[config.mk]
export PLATFORM = sky130hd
export DESIGN_NAME = byte_deque_with_sort
export DESIGN_NICKNAME = d
export VERILOG_FILES = /design/src/sv/bdq_pkg.sv /design/src/sv/bdq_ctrl.sv /design/src/sv/bdq_datapath.sv /design/src/sv/byte_deque_with_sort.sv
export SDC_FILE = /design/constraint.sdc
export NUM_CORES = 1
export LEC_CHECK = 0
export ABC_AREA = 0
export BUFFER_PORTS_ARGS = -buffer_cell sky130_fd_sc_hd__buf_2
export CAP_MARGIN = 0
export CORE_ASPECT_RATIO = 0.75
export CORE_MARGIN = 4
export CORE_UTILIZATION = 40
export CTS_BUF_LIST = sky130_fd_sc_hd__clkbuf_8
export DETAILED_ROUTE_END_ITERATION = 6
export SYNTH_ARGS = -nofsm -noshare
export SYNTH_HDL_FRONTEND = slang
export SYNTH_SLANG_ARGS = --single-unit
[constraint.sdc]
create_clock -name i_clk -period 7.04 [get_ports i_clk]
set_input_delay 2.112 -clock i_clk [delete_from_list [all_inputs] [get_ports i_clk]]
set_output_delay 2.112 -clock i_clk [all_outputs]
set_load 0.05 [all_outputs]
[src/sv/bdq_pkg.sv]
// Shared constants, codes and handshake structs of the byte deque.
// Depends on nothing; every other file of the block imports it.
package bdq_pkg;

    localparam int DEPTH   = 16;
    localparam int IDX_W   = $clog2(DEPTH);
    localparam int CNT_W   = $clog2(DEPTH + 1);
    localparam int OP_W    = 3;
    localparam int DATA_W  = 8;
    localparam int STAT_W  = 2;
    localparam int TOTAL_W = 5;

    localparam logic [OP_W-1:0] OP_PUSH_FRONT = 3'd0;
    localparam logic [OP_W-1:0] OP_PUSH_BACK  = 3'd1;
    localparam logic [OP_W-1:0] OP_POP_FRONT  = 3'd2;
    localparam logic [OP_W-1:0] OP_POP_BACK   = 3'd3;
    localparam logic [OP_W-1:0] OP_SORT       = 3'd4;

    localparam logic [STAT_W-1:0] STAT_OK    = 2'd0;
    localparam logic [STAT_W-1:0] STAT_EMPTY = 2'd1;
    localparam logic [STAT_W-1:0] STAT_FULL  = 2'd2;

    typedef struct packed {
        logic              capture;
        logic              push;
        logic              pop;
        logic              sort_load;
        logic              sort_first;
        logic              sort_step;
        logic              sort_last;
        logic              finish;
        logic              pop_result;
        logic [STAT_W-1:0] status;
    } t_dp_cmd;

    typedef struct packed {
        logic [OP_W-1:0]  op;
        logic             full;
        logic             empty;
        logic             short_q;
        logic             step_more;
        logic             changed;
        logic [CNT_W-1:0] count;
    } t_dp_sts;

    function automatic logic [IDX_W-1:0] ring_pos(input logic [IDX_W-1:0] base,
                                                 input logic [CNT_W-1:0] off);
        logic [CNT_W:0] sum;
        sum = (CNT_W+1)'(base) + (CNT_W+1)'(off);
        if (sum >= (CNT_W+1)'(DEPTH)) begin
            sum = sum - (CNT_W+1)'(DEPTH);
        end
        return sum[IDX_W-1:0];
    endfunction

endpackage

[src/sv/bdq_ctrl.sv]
// Controller state machine of the byte deque: sequences push, pop and sort.
// Depends on bdq_pkg; drives the command struct of bdq_datapath.
module bdq_ctrl (
    input  logic             i_clk,
    input  logic             i_rst_n,
    input  logic             start,
    output logic             busy,
    input  bdq_pkg::t_dp_sts i_sts,
    output bdq_pkg::t_dp_cmd o_cmd
);
    import bdq_pkg::*;

    localparam logic [2:0] S_IDLE   = 3'd0;
    localparam logic [2:0] S_EXEC   = 3'd1;
    localparam logic [2:0] S_POPW   = 3'd2;
    localparam logic [2:0] S_SLOAD  = 3'd3;
    localparam logic [2:0] S_SFIRST = 3'd4;
    localparam logic [2:0] S_SSTEP  = 3'd5;
    localparam logic [2:0] S_SLAST  = 3'd6;

    logic [2:0] r_state;
    logic [2:0] n_state;

    assign busy = (r_state != S_IDLE);

    always_comb begin
        n_state = r_state;
        o_cmd   = '0;
        o_cmd.status = STAT_OK;
        case (r_state)
            S_IDLE: begin
                if (start) begin
                    o_cmd.capture = 1'b1;
                    n_state = S_EXEC;
                end
            end
            S_EXEC: begin
                case (i_sts.op)
                    OP_PUSH_FRONT, OP_PUSH_BACK: begin
                        o_cmd.finish = 1'b1;
                        if (i_sts.full) begin
                            o_cmd.status = STAT_FULL;
                        end else begin
                            o_cmd.push = 1'b1;
                        end
                        n_state = S_IDLE;
                    end
                    OP_POP_FRONT, OP_POP_BACK: begin
                        if (i_sts.empty) begin
                            o_cmd.finish = 1'b1;
                            o_cmd.status = STAT_EMPTY;
                            n_state = S_IDLE;
                        end else begin
                            o_cmd.pop = 1'b1;
                            n_state = S_POPW;
                        end
                    end
                    OP_SORT: begin
                        if (i_sts.short_q) begin
                            o_cmd.finish = 1'b1;
                            n_state = S_IDLE;
                        end else begin
                            o_cmd.sort_load = 1'b1;
                            n_state = S_SFIRST;
                        end
                    end
                    default: begin
                        o_cmd.finish = 1'b1;
                        n_state = S_IDLE;
                    end
                endcase
            end
            S_POPW: begin
                o_cmd.finish     = 1'b1;
                o_cmd.pop_result = 1'b1;
                n_state = S_IDLE;
            end
            S_SLOAD: begin
                o_cmd.sort_load = 1'b1;
                n_state = S_SFIRST;
            end
            S_SFIRST: begin
                o_cmd.sort_first = 1'b1;
                n_state = S_SSTEP;
            end
            S_SSTEP: begin
                o_cmd.sort_step = 1'b1;
                if (!i_sts.step_more) begin
                    n_state = S_SLAST;
                end
            end
            S_SLAST: begin
                o_cmd.sort_last = 1'b1;
                if (i_sts.changed) begin
                    n_state = S_SLOAD;
                end else begin
                    o_cmd.finish = 1'b1;
                    n_state = S_IDLE;
                end
            end
            default: begin
                n_state = S_IDLE;
            end
        endcase
    end

    always_ff @(posedge i_clk) begin
        if (!i_rst_n) begin
            r_state <= S_IDLE;
        end else begin
            r_state <= n_state;
        end
    end

endmodule

[src/sv/bdq_datapath.sv]
// Datapath of the byte deque: ring memory, head and count, sort carry, result registers.
// Depends on bdq_pkg; commanded by bdq_ctrl.
module bdq_datapath (
    input  logic                          i_clk,
    input  logic                          i_rst_n,
    input  logic [bdq_pkg::OP_W-1:0]      i_op,
    input  logic [bdq_pkg::DATA_W-1:0]    i_push_value,
    input  bdq_pkg::t_dp_cmd              i_cmd,
    output bdq_pkg::t_dp_sts              o_sts,
    output logic                          o_done,
    output logic [bdq_pkg::DATA_W-1:0]    o_pop_value,
    output logic [bdq_pkg::STAT_W-1:0]    o_status,
    output logic [bdq_pkg::TOTAL_W-1:0]   o_entry_total
);
    import bdq_pkg::*;

    logic [DATA_W-1:0] r_mem [DEPTH];
    logic [DATA_W-1:0] r_rdata;

    logic [OP_W-1:0]   r_op;
    logic [DATA_W-1:0] r_value;
    logic [IDX_W-1:0]  r_head;
    logic [IDX_W-1:0]  n_head;
    logic [CNT_W-1:0]  r_count;
    logic [CNT_W-1:0]  n_count;
    logic [CNT_W-1:0]  r_j;
    logic [DATA_W-1:0] r_carry;
    logic              r_changed;
    logic              r_done;
    logic [DATA_W-1:0] r_pop_value;
    logic [STAT_W-1:0] r_status;

    logic              w_we;
    logic [IDX_W-1:0]  w_waddr;
    logic [DATA_W-1:0] w_wdata;
    logic [IDX_W-1:0]  w_raddr;
    logic              w_swap;
    logic [CNT_W-1:0]  w_last;
    logic [CNT_W:0]    w_jnext;

    assign w_swap  = (r_carry > r_rdata);
    assign w_last  = r_count - CNT_W'(1);
    assign w_jnext = (CNT_W+1)'(r_j) + (CNT_W+1)'(1);

    assign o_sts.op        = r_op;
    assign o_sts.full      = (r_count == CNT_W'(DEPTH));
    assign o_sts.empty     = (r_count == '0);
    assign o_sts.short_q   = (r_count < CNT_W'(2));
    assign o_sts.step_more = (w_jnext < (CNT_W+1)'(r_count));
    assign o_sts.changed   = r_changed;
    assign o_sts.count     = r_count;

    always_comb begin
        w_we    = 1'b0;
        w_waddr = '0;
        w_wdata = r_value;
        w_raddr = r_head;
        n_head  = r_head;
        n_count = r_count;
        if (i_cmd.push) begin
            w_we    = 1'b1;
            n_count = r_count + CNT_W'(1);
            if (r_op == OP_PUSH_FRONT) begin
                w_waddr = ring_pos(r_head, CNT_W'(DEPTH - 1));
                n_head  = w_waddr;
            end else begin
                w_waddr = ring_pos(r_head, r_count);
            end
        end
        if (i_cmd.pop) begin
            n_count = w_last;
            if (r_op == OP_POP_FRONT) begin
                w_raddr = r_head;
                n_head  = ring_pos(r_head, CNT_W'(1));
            end else begin
                w_raddr = ring_pos(r_head, w_last);
            end
        end
        if (i_cmd.sort_first) begin
            w_raddr = ring_pos(r_head, CNT_W'(1));
        end
        if (i_cmd.sort_step) begin
            w_we    = 1'b1;
            w_waddr = ring_pos(r_head, r_j - CNT_W'(1));
            w_wdata = w_swap ? r_rdata : r_carry;
            w_raddr = ring_pos(r_head, w_jnext[CNT_W-1:0]);
        end
        if (i_cmd.sort_last) begin
            w_we    = 1'b1;
            w_waddr = ring_pos(r_head, w_last);
            w_wdata = r_carry;
        end
    end

    always_ff @(posedge i_clk) begin
        if (w_we) begin
            r_mem[w_waddr] <= w_wdata;
        end
        r_rdata <= r_mem[w_raddr];
    end

    always_ff @(posedge i_clk) begin
        if (i_cmd.capture) begin
            r_op    <= i_op;
            r_value <= i_push_value;
        end
        if (i_cmd.sort_first) begin
            r_carry <= r_rdata;
            r_j     <= CNT_W'(1);
        end
        if (i_cmd.sort_step) begin
            r_carry <= w_swap ? r_carry : r_rdata;
            r_j     <= w_jnext[CNT_W-1:0];
        end
        if (i_cmd.sort_load) begin
            r_changed <= 1'b0;
        end else if (i_cmd.sort_step && w_swap) begin
            r_changed <= 1'b1;
        end
        if (i_cmd.finish) begin
            r_status    <= i_cmd.status;
            r_pop_value <= i_cmd.pop_result ? r_rdata : '0;
        end
    end

    always_ff @(posedge i_clk) begin
        if (!i_rst_n) begin
            r_head  <= '0;
            r_count <= '0;
            r_done  <= 1'b0;
        end else begin
            r_head  <= n_head;
            r_count <= n_count;
            r_done  <= i_cmd.finish;
        end
    end

    assign o_done        = r_done;
    assign o_pop_value   = r_pop_value;
    assign o_status      = r_status;
    assign o_entry_total = TOTAL_W'(r_count);

endmodule

[src/sv/byte_deque_with_sort.sv]
// Top level of the byte deque with in-place sort: joins controller and datapath.
// Depends on bdq_pkg, bdq_ctrl and bdq_datapath.
//
// An item is taken when start is high and busy is low, and its result shows on
// the o_ ports for one cycle with o_done high; the receiver cannot stall, so
// capture it then. A push, a push on a full queue, a pop on an empty queue, an
// unused code and a sort of fewer than two entries finish in the execute state,
// after which the result is registered onto the o_ ports; a pop finishes in a
// wait state after it, because the ring is a memory with a registered read port.
// A sort of N entries runs bubble passes, one entry per cycle through the single
// write port of the ring, and repeats passes until one makes no swap. busy falls
// in the cycle the result appears, and the next item may be accepted in that cycle.
module byte_deque_with_sort (
    input  logic                          i_clk,
    input  logic                          i_rst_n,
    input  logic                          start,
    output logic                          busy,
    input  logic [bdq_pkg::OP_W-1:0]      i_op,
    input  logic [bdq_pkg::DATA_W-1:0]    i_push_value,
    output logic                          o_done,
    output logic [bdq_pkg::DATA_W-1:0]    o_pop_value,
    output logic [bdq_pkg::STAT_W-1:0]    o_status,
    output logic [bdq_pkg::TOTAL_W-1:0]   o_entry_total
);
    import bdq_pkg::*;

    t_dp_cmd w_cmd;
    t_dp_sts w_sts;

    bdq_ctrl u_ctrl (
        .i_clk   (i_clk),
        .i_rst_n (i_rst_n),
        .start   (start),
        .busy    (busy),
        .i_sts   (w_sts),
        .o_cmd   (w_cmd)
    );

    bdq_datapath u_datapath (
        .i_clk         (i_clk),
        .i_rst_n       (i_rst_n),
        .i_op          (i_op),
        .i_push_value  (i_push_value),
        .i_cmd         (w_cmd),
        .o_sts         (w_sts),
        .o_done        (o_done),
        .o_pop_value   (o_pop_value),
        .o_status      (o_status),
        .o_entry_total (o_entry_total)
    );

    a_count_bound: assert property (@(posedge i_clk) disable iff (!i_rst_n)
        w_sts.count <= CNT_W'(DEPTH))
        else $error("entry count exceeds the ring depth");

    a_done_single: assert property (@(posedge i_clk) disable iff (!i_rst_n)
        o_done |=> !o_done)
        else $error("result strobe held for more than one cycle");

    a_full_status: assert property (@(posedge i_clk) disable iff (!i_rst_n)
        (o_done && o_status == STAT_FULL) |-> w_sts.full)
        else $error("full status reported while the ring has room");

    a_empty_status: assert property (@(posedge i_clk) disable iff (!i_rst_n)
        (o_done && o_status == STAT_EMPTY) |-> (w_sts.empty && o_pop_value == '0))
        else $error("empty status reported with entries held or a nonzero value");

    a_accept_busy: assert property (@(posedge i_clk) disable iff (!i_rst_n)
        (start && !busy) |=> busy)
        else $error("accepted item did not make the block busy");

endmodule

==> impl_metrics.py, run 1 <==
metrics = {
    "floorplan": {
        "num_rows": 46,
        "die_h_um": 136,
        "die_area_um2": 24200,
        "ios": 31,
        "core_um2": 21300,
        "start_util_pct": 40.9,
        "die_w_um": 178,
    },
    "clock_network": {
        "ctsHoldBuffers": 0,
        "numClockSinks": 184,
        "clk_path_buf_depth": 2,
        "cts_tree": "done",
        "insertion_delay_ns": 0.46,
        "ctsResizeCount": 0,
        "h-tree-depth": 4,
        "cts-root-buf": "clkbuf_8",
        "cts_buffers": 17,
        "clk_pin_slew_ns": 0.10,
        "cts_setup_buffers": 0,
    },
    "place": {
        "io_buffers": 30,
        "hpwl_um": 13800,
        "gp_congestion": 0.926,
        "dp_slack_ns": 3.29,
    },
    "critical_path": {
        "cp-startpoint": "u_ctrl.r_state[2]",
        "worst_setup_path_end_kind": "output pin",
        "r2r_start": "u_datapath.o_entry_total[1]",
        "path_class": "reg2out",
        "crit_arrival_ns": 1.66,
        "path_max_fanout": 15,
        "cp.required_ns": 4.93,
        "cp-start-kind": "flop",
    },
    "sta": {
        "drv_slew": 0,
        "fin_ws_ns": 3.27,
        "finalSetupViolCount": 0,
        "setup_tns_ns": 0,
        "tightest_slew_ns": 1.18,
        "min_period_ns": 3.77,
        "min_period_over_period_pct": 53.6,
        "fmax_mhz": 265,
        "maxSlewHeadroom_pct": 21.4,
        "rsz0062_at_grt": "no",
        "hold_violations": 0,
        "skew_ns": 0.0141,
    },
    "grt": {
        "gr-total-overflow": 0,
        "grt_usage_pct": 16.8,
        "grt_antenna_before_repair": 0,
        "grt_pass1_vias": 5376,
        "grt_max_degree": 65,
        "grt_pass1_wl_um": 30700,
    },
    "synth": {
        "synth_area_leaders": "edfxtp_1 56%, dfxtp_1 5.1%, ha_1 4.3%",
        "synth_common_cells": "162 x edfxtp_1, 74 x nand2_1, 44 x a21oi_1",
        "ys_seq_elements": 184,
        "synthMuxAreaShare_pct": 3.36,
        "synthDistinctLibCells": 56,
        "syn-num-nets": 738,
        "synth_edf_count": 162,
        "syn_avg_cell_area_um2": 12.6,
        "synthCells": 690,
        "synth-seq-area-share_pct": 60.9,
        "yosys_warnings": 0,
        "synth_compound_area_share_pct": 11.6,
        "yosys.area_share.xor_xnor_pct": 2.41,
        "synth-async-reset-ratio_pct": 0,
        "synthSimpleGateAreaFrac_pct": 12.5,
        "yosysMostFrequentCell": "edfxtp_1",
        "syn_area_um2": 8710,
        "yosys.area.top_type_share_pct": 55.9,
        "synth_top_family_by_area": "simple AND/OR/NAND/NOR gates",
        "synthAdderAreaFrac_pct": 5.23,
        "yosysTopAreaCell": "edfxtp_1",
        "ys.flop_type": "edfxtp_1",
    },
    "status": {
        "outcome": "finished clean",
    },
    "routing": {
        "wl_um": 19700,
        "drcViolationCount": 0,
        "drtIter0Drc": 569,
        "vias": 5480,
        "ant_nets": 0,
        "viasPerCell": 5.45,
        "wire_per_inst_um": 19.6,
        "first_pass_iters": 5,
    },
    "power": {
        "powerDensity_nw_per_um2": 244,
        "p_leak_nw": 3.41,
        "ir_drop_mv": 0.117,
    },
    "worst_hold_path": {
        "hold_path_startpoint": "u_datapath.r_rdata[5]",
        "hold_class": "reg2reg",
    },
    "final_layout": {
        "drive_above_1_share_pct": 10.5,
        "fin_util_pct": 44.2,
        "nNetsFinal": 752,
        "syn2layout_area_growth_pct": 8.08,
        "num_antenna_cells": 0,
    },
    "job": {
        "maxCapViolations": 0,
    },
}
==> area by class of cell <==
class,instances,area [um2]
clock buffers,17,234
clock inverters,15,181
fillers,1944,11900
inverters,26,97.6
multi-input cells,443,3070
flip-flops and latches,184,5310
well taps,288,360
repair buffers,32,165
==> worst paths after layout <==
kind         slack (ns)               endpoint  cells past startpoint
max                3.27                   busy                      2
min                0.54  u_datapath.r_carry[5]                      0
max reg2reg        3.31  u_datapath.r_rdata[5]                     10
min reg2reg        0.54  u_datapath.r_carry[5]                      0
==> kinds of logic after synthesis <==
kind of cell	after synthesis
simple gates	213
flops	184
compound gates	143
buf+inv	63
fa+ha+maj	34
mux	29
xor+xnor	24
==> through the flow <==
step	power, mW	instance area, um2	hold WS, ns	cells
after floorplan	1.52	8710	0.444	690
after global placement	1.58	8990	0.499	973
after detailed placement	1.59	8990	0.523	973
after CTS	2.31	9410	0.532	1005
after global routing	2.40	9410	0.537	1005
final	2.29	9410	0.536	1005
==> power by group <==
part           total, mW  switching [mW]  internal, mW  leakage [nW]
sequential          1.26          0.0374          1.22          1.65
clock              0.729           0.399         0.330         0.209
combinational      0.309           0.197         0.113          1.55
==> critical path, stage by stage, from the launching register on <==
cell and delay [ns]:
dfxtp_1 0.49, or3_1 0.48, buf_2 0.24
==> cell usage in the layout, fill, tap and decap left out, types with 4 or more instances in the layout <==
cell type	instances
a221o_1	9
mux2i_1	27
clkbuf_8	17
nand2_1	74
inv_1	25
xor2_1	9
edfxtp_1	162
o21ai_0	10
xnor2_1	15
nor2_1	30
a32oi_1	8
a211o_1	8
o211ai_1	4
o311ai_1	8
buf_2	30
and3_1	16
inv_6	5
a21o_1	10
and2_1	28
fa_1	4
a21oi_1	44
ha_1	30
nor3_1	10
a21boi_1	7
a21boi_0	11
nand3_1	28
nand2b_1	7
dfxtp_1	22
nor2b_1	5
==> registers in the layout, summed over array words and instances (netlist names) <==
register and cells:
u_datapath.r_value 8, u_datapath.r_changed 1, u_datapath.r_carry 8, u_datapath.r_j 5, u_datapath.r_rdata 8, u_ctrl.r_state 3, u_datapath.o_status 2, u_datapath.r_mem 128
u_datapath.o_entry_total 5, u_datapath.o_pop_value 8, u_datapath.o_done 1, u_datapath.r_head 4, u_datapath.r_op 3
==> routing by layer <==
layer | GRT usage, % | part of all wire (%) | wire [um] | vias to the layer above
met4 | 4.18 | 0.62 | 123 | 0
met5 | 0 | 0 | 0 | -
met2 | 24.1 | 44 | 8590 | 155
li1 | - | - | - | 2590
met3 | 3.85 | 5.7 | 1130 | 11
met1 | 25.7 | 50 | 9850 | 2724
Note: power is estimated with default switching activity, not from simulation.
==> run 2: changes to the inputs <==
--- a/config.mk
+++ b/config.mk
@@ -5,7 +5,7 @@
 export SDC_FILE = /design/constraint.sdc
 export NUM_CORES = 1
 export LEC_CHECK = 0
-export ABC_AREA = 0
+export ABC_AREA = 1
 export BUFFER_PORTS_ARGS = -buffer_cell sky130_fd_sc_hd__buf_2
 export CAP_MARGIN = 0
 export CORE_ASPECT_RATIO = 0.75
==> constraint.sdc (replaced) <==
create_clock -name i_clk -period 3.7 [get_ports i_clk]
set_input_delay 1.11 -clock i_clk [delete_from_list [all_inputs] [get_ports i_clk]]
set_output_delay 1.11 -clock i_clk [all_outputs]
set_load 0.05 [all_outputs]
==> run 2 against run 1 <==
Die area is 6.1% higher. Clock skew increased by 0.0051 ns. Via count increased by 23%. Final cell count up 28%. Largest cell class unchanged.
==> impl_metrics.py, run 2 <==
metrics = {
    "status": {
        "outcome": "finished clean",
    },
    "grt": {
        "gr-total-overflow": 0,
        "grt_max_degree": 65,
        "grt_pass1_vias": 6130,
        "grt_pass1_wl_um": 36300,
        "grt_usage_pct": 18.3,
        "grt_antenna_before_repair": 1,
    },
    "critical_path": {
        "reg2reg_slack_ns": 0.43,
        "crit_arrival_ns": 3.38,
        "path_class": "reg2reg",
        "worstRegToRegCells": 16,
        "r2r_start": "u_datapath.o_entry_total[0]",
        "worst_setup_path_end_kind": "flop",
        "cp-start-kind": "flop",
        "reg2reg_to": "u_datapath.r_mem[4][1]",
        "cp.required_ns": 3.81,
        "path_max_fanout": 8,
    },
    "final_layout": {
        "final_common_cell": "nand3_1",
        "stdcell_area_um2": 10100,
        "drive_above_1_share_pct": 11.5,
        "final_cells": 1289,
        "num_antenna_cells": 0,
        "most-common-layout-cells": "172 x nand3_1, 162 x edfxtp_1, 156 x nand2_1",
        "top_register": "u_datapath.r_mem",
        "fill_cells": 2116,
        "syn2layout_area_growth_pct": 9.48,
        "largest_reg_flops": 128,
        "nNetsFinal": 1030,
    },
    "sta": {
        "rsz0062_at_grt": "no",
        "maxSlewHeadroom_pct": 51.9,
        "fmax_mhz": 306,
        "skew_ns": 0.0192,
        "setup_tns_ns": 0,
        "min_period_ns": 3.27,
        "hold_violations": 0,
        "drv_slew": 0,
        "finalSetupViolCount": 0,
        "tightest_slew_ns": 0.719,
        "min_period_over_period_pct": 88.4,
    },
    "floorplan": {
        "die_area_um2": 25700,
        "ios": 31,
        "die_h_um": 140,
        "num_rows": 47,
        "die_w_um": 184,
        "start_util_pct": 41.4,
        "core_um2": 22400,
    },
    "place": {
        "io_buffers": 30,
        "dpl-instance-area_um2": 9770,
        "hpwl_um": 15700,
        "dp_cells": 1257,
        "gp_congestion": 0.870,
    },
    "synth": {
        "synth_edf_count": 162,
        "synth_top_family_by_area": "simple AND/OR/NAND/NOR gates",
        "synthAdderAreaFrac_pct": 4.91,
        "synth_compound_area_share_pct": 4.87,
        "syn_avg_cell_area_um2": 9.81,
        "synth-seq-area-share_pct": 57.3,
        "synth_common_cells": "172 x nand3_1, 162 x edfxtp_1, 157 x nand2_1",
        "ys_seq_elements": 184,
        "syn-num-nets": 993,
        "yosys.area.top_type_share_pct": 52.5,
        "yosysMostFrequentCell": "nand3_1",
        "yosysTopAreaCell": "edfxtp_1",
        "synthSimpleGateAreaFrac_pct": 21.8,
        "synth_area_leaders": "edfxtp_1 52%, nand3_1 9.3%, nand2_1 6.4%",
        "synthCells": 945,
        "yosys.area_share.xor_xnor_pct": 1.80,
        "synthMuxAreaShare_pct": 0,
        "ys.flop_type": "edfxtp_1",
        "yosys_warnings": 0,
        "syn_area_um2": 9270,
        "synthDistinctLibCells": 42,
        "synth-async-reset-ratio_pct": 0,
    },
    "clock_network": {
        "numClockSinks": 184,
        "cts_tree": "done",
        "cts_setup_buffers": 0,
        "cts_buffers": 17,
        "cts-root-buf": "clkbuf_8",
        "clk_pin_slew_ns": 0.11,
        "clk_path_buf_depth": 2,
        "ctsResizeCount": 0,
        "ctsHoldBuffers": 0,
        "insertion_delay_ns": 0.48,
        "h-tree-depth": 4,
    },
    "worst_hold_path": {
        "whs_endpoint": "u_datapath.r_carry[7]",
        "min_path_cells": 0,
        "hold_class": "reg2reg",
        "hold_path_startpoint": "u_datapath.r_rdata[7]",
    },
    "power": {
        "ir_drop_mv": 0.254,
        "p_leak_nw": 4.21,
        "powerDensity_nw_per_um2": 393,
        "p_total_mw": 3.98,
    },
    "routing": {
        "wl_um": 23300,
        "viasPerCell": 5.24,
        "drcViolationCount": 0,
        "ant_nets": 0,
        "first_pass_iters": 5,
        "vias": 6760,
        "drtIter0Drc": 917,
        "wire_per_inst_um": 18.1,
    },
    "job": {
        "maxCapViolations": 0,
    },
}
==> run 2: cell count changes after synthesis, moves of 9 or more <==
cell / change
a21boi_0: -10
a21o_1: -9
a21oi_1: -23
a221o_1: -9
and2_1: -28
and3_1: -16
inv_1: +128
mux2i_1: -27
nand2_1: +83
nand3_1: +144
nand3b_1: +33
nor2_1: +19
o21ai_0: +11
==> run 2: worst max-delay path, cell delays in order, from the launching register on <==
cell and delay, ns:
dfxtp_1 0.48, inv_1 0.17, ha_1 0.26, xnor2_1 0.13, inv_1 0.07, ha_1 0.32, nand2_1 0.07, nand2_1 0.04
a31oi_1 0.17, inv_1 0.06, nand2_1 0.08, nand2_1 0.05, nand2_1 0.05, nand3_1 0.13, inv_1 0.10, nand2_1 0.11
nor2_1 0.57
==> run 2: cell type report <==
cell class	instances	area, um2	share of cell area, %
sequential	184	5310	52.3
inverter	160	601	5.92
multi-input combinational	559	3090	30.5
tap	294	368	3.63
clock inverter	15	143	1.41
clock buffer	17	234	2.31
timing repair buffer	60	400	3.95
==> run 2: where the power goes <==
part	switching [mW]	total [mW]	leakage, nW	internal [mW]
registers	0.0231	2.32	1.65	2.30
logic	0.249	0.343	2.37	0.0935
clock network	0.768	1.31	0.188	0.547
==> run 2: logic make-up (layout without fill, tap and decap cells) <==
| family | count (synthesis) | count (layout) |
|---|---|---|
| and+or+nand+nor | 432 | 432 |
| buffers and inverters | 202 | 252 |
| xor gates and xnor gates | 19 | 19 |
| adders and majority gates | 34 | 34 |
| AOI/OAI and AO/OA | 74 | 74 |
| DFF | 184 | 184 |
==> run 2: worst max path at each step <==
stage,start,to,cells past startpoint
2_1_floorplan,u_datapath.o_entry_total[1],u_datapath.r_mem[0][0],16
3_3_place_gp,u_datapath.o_entry_total[1],u_datapath.r_mem[4][4],16
3_5_place_dp,u_datapath.o_entry_total[0],u_datapath.r_mem[4][7],16
4_1_cts,u_datapath.o_entry_total[0],u_datapath.r_mem[4][1],16
5_1_grt,u_datapath.o_entry_total[0],u_datapath.r_mem[4][0],16
6_report,u_datapath.o_entry_total[0],u_datapath.r_mem[4][1],16
==> run 2: layer usage <==
layer	routed length (um)	global-route usage, %
met1	11900	30.7
met2	9430	24.5
met3	1830	3.18
met4	165	3.27
met5	0	0
==> run 2: through the flow <==
step | util (%) | hold slack (ns) | setup WS, ns
after global routing | 45.3 | 0.460 | 0.0807
final | 45.3 | 0.436 | 0.429
after global placement | 43.6 | 0.415 | 0.516
after detailed placement | 43.6 | 0.416 | 0.482
after CTS | 45.3 | 0.437 | 0.436
after floorplan | - | 0.408 | 0.720
